`src/rtl/fpnr_pkg.sv`:
```
// ----------------------------------------------------------------------------
// fpnr_pkg
// Shared types, codes and constants for the non-rounding FP operation unit.
// ----------------------------------------------------------------------------
`default_nettype none
package fpnr_pkg;

  localparam int unsigned ModeW = 4;
  localparam int unsigned DataW = 64;
  localparam int unsigned RegW  = 5;

  typedef enum logic [3:0] {
    OP_SGNJ   = 4'd0,
    OP_SGNJN  = 4'd1,
    OP_SGNJX  = 4'd2,
    OP_MIN    = 4'd3,
    OP_MAX    = 4'd4,
    OP_LE     = 4'd5,
    OP_LT     = 4'd6,
    OP_EQ     = 4'd7,
    OP_CLASS  = 4'd8,
    OP_MV_X   = 4'd9,
    OP_MV_F   = 4'd10
  } op_t;

  localparam logic [3:0] OpLast = 4'd10;

  localparam logic [31:0] QnanS = 32'h7fc0_0000;
  localparam logic [63:0] QnanD = 64'h7ff8_0000_0000_0000;
  localparam logic [63:0] BoxHi = 64'hffff_ffff_0000_0000;

  typedef struct packed {
    logic [3:0]  mode;
    logic        is_double;
    logic [63:0] operand_a;
    logic [63:0] operand_b;
    logic [63:0] int_source;
    logic [4:0]  dest_index;
  } in_beat_t;

  typedef struct packed {
    logic [63:0] result_value;
    logic        writes_int_reg;
    logic [4:0]  dest_index_out;
    logic        invalid_flag;
    logic        marks_dirty;
    logic        illegal;
  } out_beat_t;

  // per-operand decode, format-independent
  typedef struct packed {
    logic sign;
    logic nan;
    logic snan;
    logic inf;
    logic zero;
    logic sub;
    logic [62:0] mag;   // magnitude, zero-extended for single
  } opinfo_t;

  // stage 1 -> stage 2 info
  typedef struct packed {
    logic        ill;
    op_t         op;
    logic        dbl;
    logic [63:0] a;
    logic [63:0] b;
    logic [63:0] isrc;
    logic [4:0]  rd;
    opinfo_t     ia;
    opinfo_t     ib;
  } s1_t;

  // stage 2 -> stage 3 info
  typedef struct packed {
    logic        ill;
    op_t         op;
    logic        dbl;
    logic [63:0] a;
    logic [63:0] b;
    logic [63:0] isrc;
    logic [4:0]  rd;
    opinfo_t     ia;
    opinfo_t     ib;
    logic        mag_lt;
    logic        mag_eq;
  } s2_t;

endpackage
`default_nettype wire

```
`src/rtl/fpnr_if.sv`:
```
// ----------------------------------------------------------------------------
// fpnr_if
// Valid/ready channel carrying one payload beat.
// ----------------------------------------------------------------------------
`default_nettype none
interface fpnr_if #(
  parameter type payload_t = logic
);
  logic     valid;
  logic     ready;
  payload_t data;

  modport source (output valid, output data, input ready);
  modport sink   (input valid, input data, output ready);
endinterface
`default_nettype wire

```
`src/rtl/fp_non_rounding_ops_unit.sv`:
```
// ----------------------------------------------------------------------------
// fp_non_rounding_ops_unit
// RISC-V F/D sign injection, min/max, compare, classify and moves.
// ----------------------------------------------------------------------------
// Three-stage pipeline: decode/unbox, 63-bit magnitude compare, result select.
// One beat per cycle is accepted unless out_ch back-pressure has filled the
// pipeline; a beat passes through registers r1, r2 and r3 to out_ch. All
// stages hold under stall. fp_enabled is sampled at stage 1.
`default_nettype none
module fp_non_rounding_ops_unit (
  input  wire logic clk,
  input  wire logic rst,
  input  wire logic cfg_we,
  input  wire logic cfg_wdata,
  fpnr_if.sink      in_ch,
  fpnr_if.source    out_ch
);

  logic fp_enabled;

  logic              v1, v2, v3;
  fpnr_pkg::s1_t     r1;
  fpnr_pkg::s2_t     r2;
  fpnr_pkg::out_beat_t r3;

  fpnr_pkg::s1_t       d1;
  fpnr_pkg::out_beat_t d3;

  logic en3, en2, en1;

  assign en3 = !v3 || out_ch.ready;
  assign en2 = !v2 || en3;
  assign en1 = !v1 || en2;
  assign in_ch.ready = en1;
  assign out_ch.valid = v3;
  assign out_ch.data  = r3;

  fpnr_decode u_dec (
    .fp_enabled (fp_enabled),
    .beat       (in_ch.data),
    .info       (d1)
  );

  fpnr_result u_res (
    .s   (r2),
    .res (d3)
  );

  always_ff @(posedge clk) begin
    if (rst) begin
      fp_enabled <= 1'b1;
    end else if (cfg_we) begin
      fp_enabled <= cfg_wdata;
    end
  end

  always_ff @(posedge clk) begin
    if (rst) begin
      v1 <= 1'b0;
      v2 <= 1'b0;
      v3 <= 1'b0;
    end else begin
      if (en1) v1 <= in_ch.valid;
      if (en2) v2 <= v1;
      if (en3) v3 <= v2;
    end
  end

  always_ff @(posedge clk) begin
    if (en1) r1 <= d1;
    if (en2) begin
      r2.ill    <= r1.ill;
      r2.op     <= r1.op;
      r2.dbl    <= r1.dbl;
      r2.a      <= r1.a;
      r2.b      <= r1.b;
      r2.isrc   <= r1.isrc;
      r2.rd     <= r1.rd;
      r2.ia     <= r1.ia;
      r2.ib     <= r1.ib;
      r2.mag_lt <= r1.ia.mag < r1.ib.mag;
      r2.mag_eq <= r1.ia.mag == r1.ib.mag;
    end
    if (en3) r3 <= d3;
  end

endmodule
`default_nettype wire

```
`src/rtl/fpnr_decode.sv`:
```
// ----------------------------------------------------------------------------
// fpnr_decode
// Stage 1: NaN unboxing, legality check and operand classification.
// ----------------------------------------------------------------------------
`default_nettype none
module fpnr_decode (
  input  wire logic              fp_enabled,
  input  wire fpnr_pkg::in_beat_t beat,
  output fpnr_pkg::s1_t           info
);

  function automatic fpnr_pkg::opinfo_t examine(input logic [63:0] x, input logic dbl);
    fpnr_pkg::opinfo_t r;
    logic        emax;
    logic        ezero;
    logic        mzero;
    logic        qbit;
    r = '0;
    if (dbl) begin
      r.sign = x[63];
      emax   = &x[62:52];
      ezero  = ~|x[62:52];
      mzero  = ~|x[51:0];
      qbit   = x[51];
      r.mag  = x[62:0];
    end else begin
      r.sign = x[31];
      emax   = &x[30:23];
      ezero  = ~|x[30:23];
      mzero  = ~|x[22:0];
      qbit   = x[22];
      r.mag  = {32'd0, x[30:0]};
    end
    r.nan  = emax & ~mzero;
    r.snan = emax & ~mzero & ~qbit;
    r.inf  = emax & mzero;
    r.zero = ezero & mzero;
    r.sub  = ezero & ~mzero;
    return r;
  endfunction

  logic [63:0] a_u;
  logic [63:0] b_u;

  always_comb begin
    a_u = beat.operand_a;
    b_u = beat.operand_b;
    if (!beat.is_double) begin
      a_u = (&beat.operand_a[63:32]) ? {32'd0, beat.operand_a[31:0]}
                                     : {32'd0, fpnr_pkg::QnanS};
      b_u = (&beat.operand_b[63:32]) ? {32'd0, beat.operand_b[31:0]}
                                     : {32'd0, fpnr_pkg::QnanS};
    end
    info.ill  = !fp_enabled || (beat.mode > fpnr_pkg::OpLast);
    info.op   = fpnr_pkg::op_t'(beat.mode);
    info.dbl  = beat.is_double;
    info.a    = a_u;
    info.b    = b_u;
    // move-to-int uses raw bits, keep them in isrc when that op
    info.isrc = (beat.mode == fpnr_pkg::OP_MV_X) ? beat.operand_a : beat.int_source;
    info.rd   = beat.dest_index;
    info.ia   = examine(a_u, beat.is_double);
    info.ib   = examine(b_u, beat.is_double);
  end

endmodule
`default_nettype wire

```
`src/rtl/fpnr_result.sv`:
```
// ----------------------------------------------------------------------------
// fpnr_result
// Stage 3: result selection, flags and boxing.
// ----------------------------------------------------------------------------
`default_nettype none
module fpnr_result (
  input  wire fpnr_pkg::s2_t     s,
  output fpnr_pkg::out_beat_t    res
);

  logic [63:0] sgn_mask;
  logic [63:0] val;
  logic        nv;
  logic        fpw;
  logic        wint;
  logic        dirty;
  logic        any_nan;
  logic        any_snan;
  logic        eq;
  logic        lt;
  logic        sa;
  logic        sb;
  logic [9:0]  cls;

  always_comb begin
    sgn_mask = s.dbl ? 64'h8000_0000_0000_0000 : 64'h0000_0000_8000_0000;
    sa       = s.ia.sign;
    sb       = s.ib.sign;
    any_nan  = s.ia.nan | s.ib.nan;
    any_snan = s.ia.snan | s.ib.snan;
    eq = (s.mag_eq && sa == sb) || (s.ia.zero && s.ib.zero);
    if (sa != sb) lt = sa && !(s.ia.zero && s.ib.zero);
    else          lt = sa ? (!s.mag_lt && !s.mag_eq) : s.mag_lt;

    cls = '0;
    if (s.ia.inf)       cls = sa ? 10'h001 : 10'h080;
    else if (s.ia.nan)  cls = s.ia.snan ? 10'h100 : 10'h200;
    else if (s.ia.zero) cls = sa ? 10'h008 : 10'h010;
    else if (s.ia.sub)  cls = sa ? 10'h004 : 10'h020;
    else                cls = sa ? 10'h002 : 10'h040;

    val  = '0;
    nv   = 1'b0;
    fpw  = 1'b0;
    wint = 1'b0;
    dirty = 1'b0;
    case (s.op)
      fpnr_pkg::OP_SGNJ, fpnr_pkg::OP_SGNJN, fpnr_pkg::OP_SGNJX: begin
        fpw = 1'b1;
        if (s.op == fpnr_pkg::OP_SGNJ)
          val = (s.a & ~sgn_mask) | (s.b & sgn_mask);
        else if (s.op == fpnr_pkg::OP_SGNJN)
          val = (s.a & ~sgn_mask) | (~s.b & sgn_mask);
        else
          val = (s.a & ~sgn_mask) | ((s.a ^ s.b) & sgn_mask);
      end
      fpnr_pkg::OP_MIN, fpnr_pkg::OP_MAX: begin
        fpw = 1'b1;
        nv  = any_snan;
        if (s.ia.nan && s.ib.nan)
          val = s.dbl ? fpnr_pkg::QnanD : {32'd0, fpnr_pkg::QnanS};
        else if (s.ia.nan) val = s.b;
        else if (s.ib.nan) val = s.a;
        else if (eq && sa != sb)
          val = (s.op == fpnr_pkg::OP_MAX) ? 64'd0 : sgn_mask;
        else if (s.op == fpnr_pkg::OP_MAX) val = lt ? s.b : s.a;
        else val = lt ? s.a : s.b;
      end
      fpnr_pkg::OP_LE, fpnr_pkg::OP_LT, fpnr_pkg::OP_EQ: begin
        wint = 1'b1;
        if (any_nan) begin
          nv = (s.op != fpnr_pkg::OP_EQ) || any_snan;
        end else if (s.op == fpnr_pkg::OP_LE) begin
          val = {63'd0, lt | eq};
        end else if (s.op == fpnr_pkg::OP_LT) begin
          val = {63'd0, lt};
        end else begin
          val = {63'd0, eq};
        end
      end
      fpnr_pkg::OP_CLASS: begin
        wint = 1'b1;
        val  = {54'd0, cls};
      end
      fpnr_pkg::OP_MV_X: begin
        wint = 1'b1;
        val  = s.dbl ? s.isrc : {{32{s.isrc[31]}}, s.isrc[31:0]};
      end
      fpnr_pkg::OP_MV_F: begin
        dirty = 1'b1;
        val   = s.dbl ? s.isrc : (fpnr_pkg::BoxHi | {32'd0, s.isrc[31:0]});
      end
      default: ;
    endcase
    if (fpw) begin
      dirty = 1'b1;
      if (!s.dbl) val = fpnr_pkg::BoxHi | {32'd0, val[31:0]};
    end
    if (nv) dirty = 1'b1;

    res.dest_index_out = s.rd;
    if (s.ill) begin
      res.result_value   = '0;
      res.writes_int_reg = 1'b0;
      res.invalid_flag   = 1'b0;
      res.marks_dirty    = 1'b0;
      res.illegal        = 1'b1;
    end else begin
      res.result_value   = val;
      res.writes_int_reg = wint;
      res.invalid_flag   = nv;
      res.marks_dirty    = dirty;
      res.illegal        = 1'b0;
    end
  end

endmodule
`default_nettype wire

```
`src/flat_wrapper.sv`:
```
// flat-port wrapper written by rule: the top's interface ports become plain ports
module fp_non_rounding_ops_unit_flat 
  (clk, rst, cfg_we, cfg_wdata, in_ch_valid, in_ch_data, in_ch_ready, out_ch_valid, out_ch_data, out_ch_ready);
  fpnr_if #(.payload_t(fpnr_pkg::in_beat_t)) in_ch_i ();
  fpnr_if #(.payload_t(fpnr_pkg::out_beat_t)) out_ch_i ();
  input  wire logic clk;
  input  wire logic rst;
  input  wire logic cfg_we;
  input  wire logic cfg_wdata;
  input wire logic [$bits(in_ch_i.valid)-1:0] in_ch_valid;
  input wire logic [$bits(in_ch_i.data)-1:0] in_ch_data;
  output wire logic [$bits(in_ch_i.ready)-1:0] in_ch_ready;
  output wire logic [$bits(out_ch_i.valid)-1:0] out_ch_valid;
  output wire logic [$bits(out_ch_i.data)-1:0] out_ch_data;
  input wire logic [$bits(out_ch_i.ready)-1:0] out_ch_ready;
  assign in_ch_i.valid = in_ch_valid;
  assign in_ch_i.data = in_ch_data;
  assign in_ch_ready = in_ch_i.ready;
  assign out_ch_valid = out_ch_i.valid;
  assign out_ch_data = out_ch_i.data;
  assign out_ch_i.ready = out_ch_ready;
  fp_non_rounding_ops_unit u_core (.clk(clk), .rst(rst), .cfg_we(cfg_we), .cfg_wdata(cfg_wdata), .in_ch(in_ch_i), .out_ch(out_ch_i));
endmodule
```
`config.mk`:
```
export PLATFORM = sky130hd
export DESIGN_NAME = fp_non_rounding_ops_unit_flat
export DESIGN_NICKNAME = d
export VERILOG_FILES = /design/src/rtl/fpnr_pkg.sv /design/src/rtl/fpnr_if.sv /design/src/rtl/fp_non_rounding_ops_unit.sv /design/src/rtl/fpnr_decode.sv /design/src/rtl/fpnr_result.sv /design/src/flat_wrapper.sv
export SDC_FILE = /design/constraint.sdc
export NUM_CORES = 1
export LEC_CHECK = 0
export ABC_CLOCK_PERIOD_IN_PS = 22800
export BUFFER_PORTS_ARGS = -buffer_cell sky130_fd_sc_hd__buf_2
export CAP_MARGIN = 20
export CORE_ASPECT_RATIO = 0.7
export CORE_MARGIN = 4
export CORE_UTILIZATION = 35
export CTS_BUF_LIST = sky130_fd_sc_hd__clkbuf_2 sky130_fd_sc_hd__clkbuf_4 sky130_fd_sc_hd__clkbuf_8
export DETAILED_ROUTE_END_ITERATION = 8
export PLACE_DENSITY = 0.58
export SYNTH_ARGS = -nofsm -noshare
export SYNTH_HDL_FRONTEND = slang
export SYNTH_SLANG_ARGS = --single-unit
```
`constraint.sdc`:
```
create_clock -name clk -period 22.8 [get_ports clk]
set_input_delay 0 -clock clk [delete_from_list [all_inputs] [get_ports clk]]
set_output_delay 0 -clock clk [all_outputs]
set_load 0.01 [all_outputs]
```
==> Yosys cells after proc, flatten, opt, wreduce, memory -nomap -nowiden <==
Cells that the tools add are included.
{ "classes": {"order_cmp": 2, "reduce_logical": 47, "n_bitwise": 25, "eq_ne": 15, "mux": 54} }
{ "ops": {"columns": ["op", "n"], "rows": [
  ["two-way mux 64 bit", 18],
  ["one-hot mux 64 bit (6 select lines)", 1],
  ["bitwise AND 64 bit", 4],
  ["OR 64 bit", 3],
  ["NOT 64 bit", 2],
  ["OR reduction 52 bit", 2],
  ["two-way mux 32 bit", 2],
  ["AND reduction 32 bit", 2],
  ["XOR 64 bit", 1],
  ["equality test 63 bit", 1],
  ["< comparator 63 bit", 1],
  ["two-way mux 63 bit", 1],
  ["OR reduction 23 bit", 2],
  ["two-way mux 10 bit", 3],
  ["two-way mux 1 bit", 22],
  ["AND reduction 11 bit", 2],
  ["OR reduction 11 bit", 2],
  ["two-way mux 7 bit", 3],
  ["equality test 4 x 3 -> 1 bit (second input constant)", 4],
  ["equality test 4 bit (second input constant)", 4],
  ["AND reduction 8 bit", 2],
  ["OR reduction 8 bit", 2],
  ["logical NOT 1 bit", 15],
  ["OR reduction 5 bit", 2],
  ["other kinds (18)", 42]
]} }
{ "totals": {"inputBits": 208, "out_inout_bits": 75, "word_cells": 193, "register_bits": 631} }

==> Longest topological paths before layout <==
{ "depth": {"ltp_word": 13, "depth_mapped": 8, "mapped_depth_nobuf": 8} }

==> Cells and area by module <==
From an unflattened synthesis, not the netlist that was laid out.
{ "unflattened": {"cells_unflattened": 1973, "hier_area_um2": 30885.9} }
{ "modules_own_cells": {"columns": ["mod", "area_per_inst_um2", "seq_area_each_um2", "cells_each", "instances"], "rows": [
  ["fp_non_rounding_ops_unit", 24469.7, 22811.9, 1003, 1],
  ["fpnr_decode", 3375.7, 0.0, 469, 1],
  ["fpnr_result", 3040.4, 0.0, 501, 1]
]} }

==> Worst setup path after synthesis <==
OpenSTA, ideal clock, no wires.
{ "synth_timing": {"path_type": "register to register", "from": "reg u_core.v3, in the netlist u_core.out_ch.valid", "to": "reg u_core.r1[0] in the netlist's numbering (enable)", "synth_period_minus_slack_ns": 7.423, "n_path_buf": 0, "path_slack_ns": 15.377, "setup_ns": 2.135, "stages_incl_launch_ff": 4, "required_time_ns": 20.665, "arrival_time_ns": 5.287, "cell_sequence": "dfxtp_1 nor2b_1 and2_1 nand2_1"} }
{ "synth_via": {"elab_chain_len": 4} }
{ "synth_lines": {"columns": ["item", "line_no", "source"], "rows": [
  ["start, declared", "fp_non_rounding_ops_unit.sv:21", "logic v1, v2, v3;"],
  ["start signal, assigned", "fp_non_rounding_ops_unit.sv:65", "if (en3) v3 <= v2;"],
  ["logical NOT 1 bit", "fp_non_rounding_ops_unit.sv:31", "assign en3 = !v3 || out_ch.ready;"],
  ["logical OR 1 bit", "fp_non_rounding_ops_unit.sv:31", null],
  ["logical OR 1 bit", "fp_non_rounding_ops_unit.sv:32", "assign en2 = !v2 || en3;"],
  ["logical OR 1 bit", "fp_non_rounding_ops_unit.sv:33", "assign en1 = !v1 || en2;"],
  ["net in_ch_ready", "flat_wrapper.sv:12", "output wire logic [$bits(in_ch_i.ready)-1:0] in_ch_ready;"],
  ["end signal, assigned", "fp_non_rounding_ops_unit.sv:70", "if (en1) r1 <= d1;"],
  ["end, declared", "fp_non_rounding_ops_unit.sv:22", "fpnr_pkg::s1_t r1;"]
]} }
The timed path passes the listed nets, and every way through them passes these cells.
A chain may end at the register's enable or synchronous reset.

==> Worst setup path in the final report <==
{ "layout_timing": {"from": "reg u_core.v3, in the netlist u_core.out_ch.valid", "to": "reg u_core.r1[248] in the netlist's numbering (enable)"} }
{ "layout_via": {"elab_chain_len": 4} }
{ "layout_lines": {"columns": ["item", "line_no"], "rows": [
  ["logical NOT 1 bit", "fp_non_rounding_ops_unit.sv:31"],
  ["logical OR 1 bit", "fp_non_rounding_ops_unit.sv:31"],
  ["logical OR 1 bit", "fp_non_rounding_ops_unit.sv:32"],
  ["logical OR 1 bit", "fp_non_rounding_ops_unit.sv:33"]
]} }
No other way between the ends.

==> flow_summary.yaml <==
run_status:
  outcome: "finished, final reports clean"
finish:
  fin_area_sq_mm: 0.0310
  fin_nets: 2505
  drive_above_1_share_pct: 23.6
  areaGrowthSynthToFinish_pct: 28.3
  n_fill_cell: 5985
synthesis:
  ys_seq_area_share_pct: 70.6
  synth.distinct_cells: 60
  syn-num-nets: 1915
  ys.warnings.count: 0
  netlist_area_sq_mm: 0.0241
  synthCells: 1644
  ys_top_cells_by_area: "edfxtp_1 70%, and2_1 3.4%, ha_1 3.3%, mux2_2 3.1%, nor2b_1 1.5%"
  syn_area_per_cell_sq_um: 14.7
  synth.ff_latch_count: 569
  synth_top_area_cell: "edfxtp_1"
  async_reset_ff_share_pct: 0
  synth_edf_count: 565
  synth-main-ff-cell: "edfxtp_1"
  synth_top_area_share_pct: 70.3
clock_network:
  cts-root-buf: "clkbuf_8"
  numCtsBuffers: 91
  cts_max_level: 3
  path_clk_slew_ps: 60
  cts_tree: "done"
  clk_latency_ps: 680
  cts_sinks: 569
  clk_path_buf_depth: 3
place:
  hpwl_um: 45000
  finalWeightedCongestion: 0.878
  place_ws_ps: 18970
  place_area_sq_mm: 0.0265
  port_buffers: 282
setup_path:
  required_ps: 23090
  path_common_cell: "buf_4"
  setup.worst_path.class: "reg -> reg"
  critical-path-top-delay-family: "buffers and inverters"
  crit_path_end_kind: "flip-flop"
  rr_startpoint: "u_core.out_ch.valid"
  crit_fanout: 75
  cpPeakStageDelay_ps: 860
  reg2reg_slack_ps: 18950
  critPathArrivalTime_ps: 4130
  cpMaxStageDelayCell: "buf_4"
  critPathLaunchType: "flip-flop"
  cp_cell_sequence: "nor2b_1 -> and2_1 -> nand2_4 -> buf_4 -> buf_4"
  worst-r2r-cell-count: 5
  cp.buffers_inverters: 2
  timing.rr.end: "u_core.r1[248]"
global_route:
  antenna_found_initial: 5
  overflow: 0
  grt_max_degree: 88
  grt_pass1_vias: 16900
  grt.total_usage_pct: 18.7
  grt_pass1_wl_um: 102000
hold_path:
  min_to: "u_core.fp_enabled"
  holdCritPathClass: "in -> reg"
  whs_path_depth: 3
  hold_start: "cfg_we"
die:
  io_pins: 283
  rows: 80
  die_h_um: 228
  fp.dieW_um: 322
  initial_core_util_pct: 35.4
  die-area_sq_mm: 0.0733
  core_area_sq_mm: 0.0682
timing:
  worstMarginPinSlew_ps: 1120
  setup_tns_ps: 0
  hold_viol: 0
  min_period_ps: 3850
  slew_violations: 0
  setup_violations: 0
  rsz0062_at_grt: "false"
  fmax_ghz: 0.260
  whs_ps: 85.8
  relSlewSlack_pct: 25.4
  timing.final.ws_setup_ps: 18950
  period_share_pct: 16.9
  fin_worst_skew_ps: 28.2
power:
  clkPwrFrac_pct: 36.5
  vdd_ir_drop_max_v: 0.0000410
  power.internal_mw: 1.76
  power_density_mw_per_mm2: 73.6
  power.switching_mw: 0.524
  sw_frac_of_total_pct: 23.0
  combPwrFrac_pct: 8.9
  p_seq_share_pct: 54.6
  total_leakage_power_nw: 12.3
detailed_routing:
  drt-pass1-iter-count: 5
  vias: 16100
  antenna_left: 0
  vias_per_cell: 5.04
  drt-total-wl_um: 69300
  drc: 0
  dr.first_iter.drc_count: 1507
  wl_per_cell_um: 21.6
run:
  drv_cap: 0
-- synth_stat cells, types with 4 or more instances --
cell      instances
dfxtp_1           4
and3_1            5
a32oi_1           5
edfxtp_1        565
a21oi_1          47
inv_1            72
nor4_1           41
a22oi_1          35
a222oi_1          4
o22ai_1          12
clkbuf_1         60
nor4b_1           5
and2_1          133
nand4_1          45
buf_6             5
o31ai_1          11
a31oi_1          10
nand2_1          56
o21ai_0          71
nor3_1           18
a221o_1          26
o21a_1            4
nor2_1           45
or4_1            18
buf_2             8
nand3_1          18
a22o_1           12
ha_1             63
nor2b_1          59
nand2b_1         26
a21o_1           37
mux2_2           67
or2_2            19
-- worst max path at each step --
stage	startpoint	slack [ps]	end	cells after the start
detailed placement	u_core.out_ch.valid	18970	u_core.r1[182]	5
CTS	u_core.out_ch.valid	18950	u_core.r1[91]	5
finish	u_core.out_ch.valid	18950	u_core.r1[248]	5
floorplan	u_core.out_ch.valid	15380	u_core.r1[0]	3
global placement	u_core.out_ch.valid	19040	u_core.r1[248]	5
global route	u_core.out_ch.valid	18720	u_core.r1[42]	5
-- metrics by stage --
step | total power, mW | util [%] | cells
finish | 2.28 | 45.4 | 3205
global route | 2.38 | 45.4 | 3205
CTS | 2.30 | 45.4 | 3203
detailed placement | 1.43 | 38.9 | 2771
global placement | 1.42 | 38.9 | 2771
floorplan | 1.34 | - | 1644
-- logic make-up after synthesis --
logic type      after synthesis  share of synthesized area (%)
xor+xnor                      2                         0.0726
flops                       569                           70.6
buf+inv                     149                           2.55
fa+ha+maj                    63                           3.27
mux                          67                           3.13
compound gates              295                           8.39
simple gates                499                           12.0
-- cell usage in the layout (no fill, tap or decap), types with 19 or more instances in the layout --
cell type | Yosys | routed
nor2b_1 | 59 | 59
clkinv_1 | 1 | 19
clkbuf_4 | 0 | 38
clkbuf_8 | 0 | 94
o21ai_0 | 71 | 71
dlygate4sd3_1 | 0 | 272
edfxtp_1 | 565 | 565
a21o_1 | 37 | 37
buf_4 | 2 | 20
a221o_1 | 26 | 26
or2_2 | 19 | 19
a21oi_1 | 47 | 46
nor4_1 | 41 | 41
ha_1 | 63 | 63
and2_1 | 133 | 133
inv_1 | 72 | 70
a22oi_1 | 35 | 35
nand2b_1 | 26 | 26
buf_2 | 8 | 281
nor2_1 | 45 | 45
nand2_1 | 56 | 55
mux2_2 | 67 | 67
nand4_1 | 45 | 45
-- worst register-to-register path, cell delays in order, from the launching register on --
cell,delay (ps)
dfxtp_1,310
nor2b_1,160
and2_1,270
nand2_4,770
buf_4,920
buf_4,910
-- metal layers --
metal | track usage, % | vias up | share of wire, %
li1 | - | 7508 | -
met1 | 25.5 | 7935 | 44
met2 | 30.1 | 553 | 47
met3 | 3.94 | 141 | 6.5
met4 | 6.02 | 4 | 2.8
met5 | 0 | - | 0.035
-- flip-flops by register name (all words and copies together), names as in the netlist --
register             count
u_core.r2              215
u_core.v1                1
u_core.v2                1
u_core.r1              277
u_core.fp_enabled        1
u_core.out_ch.valid      1
u_core.out_ch.data      73
-- area by class of cell --
cell class	instances	area (sq um)	area share, %
inverter	73	283	0.913
antenna	2	5.00	0.0162
tap	902	1130	3.64
timing repair buffer	573	4280	13.8
clock inverter	28	123	0.396
multi-input combinational	926	6520	21.1
clock buffer	132	1580	5.10
sequential	569	17000	55.0
-- repair_timing --
item                      CTS  global route
buffers inserted            0             0
hold buffers              272             0
hold endpoints to repair  281             0
resized for setup           0             0
-- power groups by stage --
stage	registers, mW	logic [mW]	clock network [mW]
3_5_place_dp	1.27	0.163	0
2_1_floorplan	1.26	0.0845	0
4_1_cts	1.24	0.202	0.857
5_1_grt	1.25	0.223	0.904
6_report	1.24	0.203	0.832
3_3_place_gp	1.26	0.160	0
No activity file was read; power rests on OpenSTA's default activity.
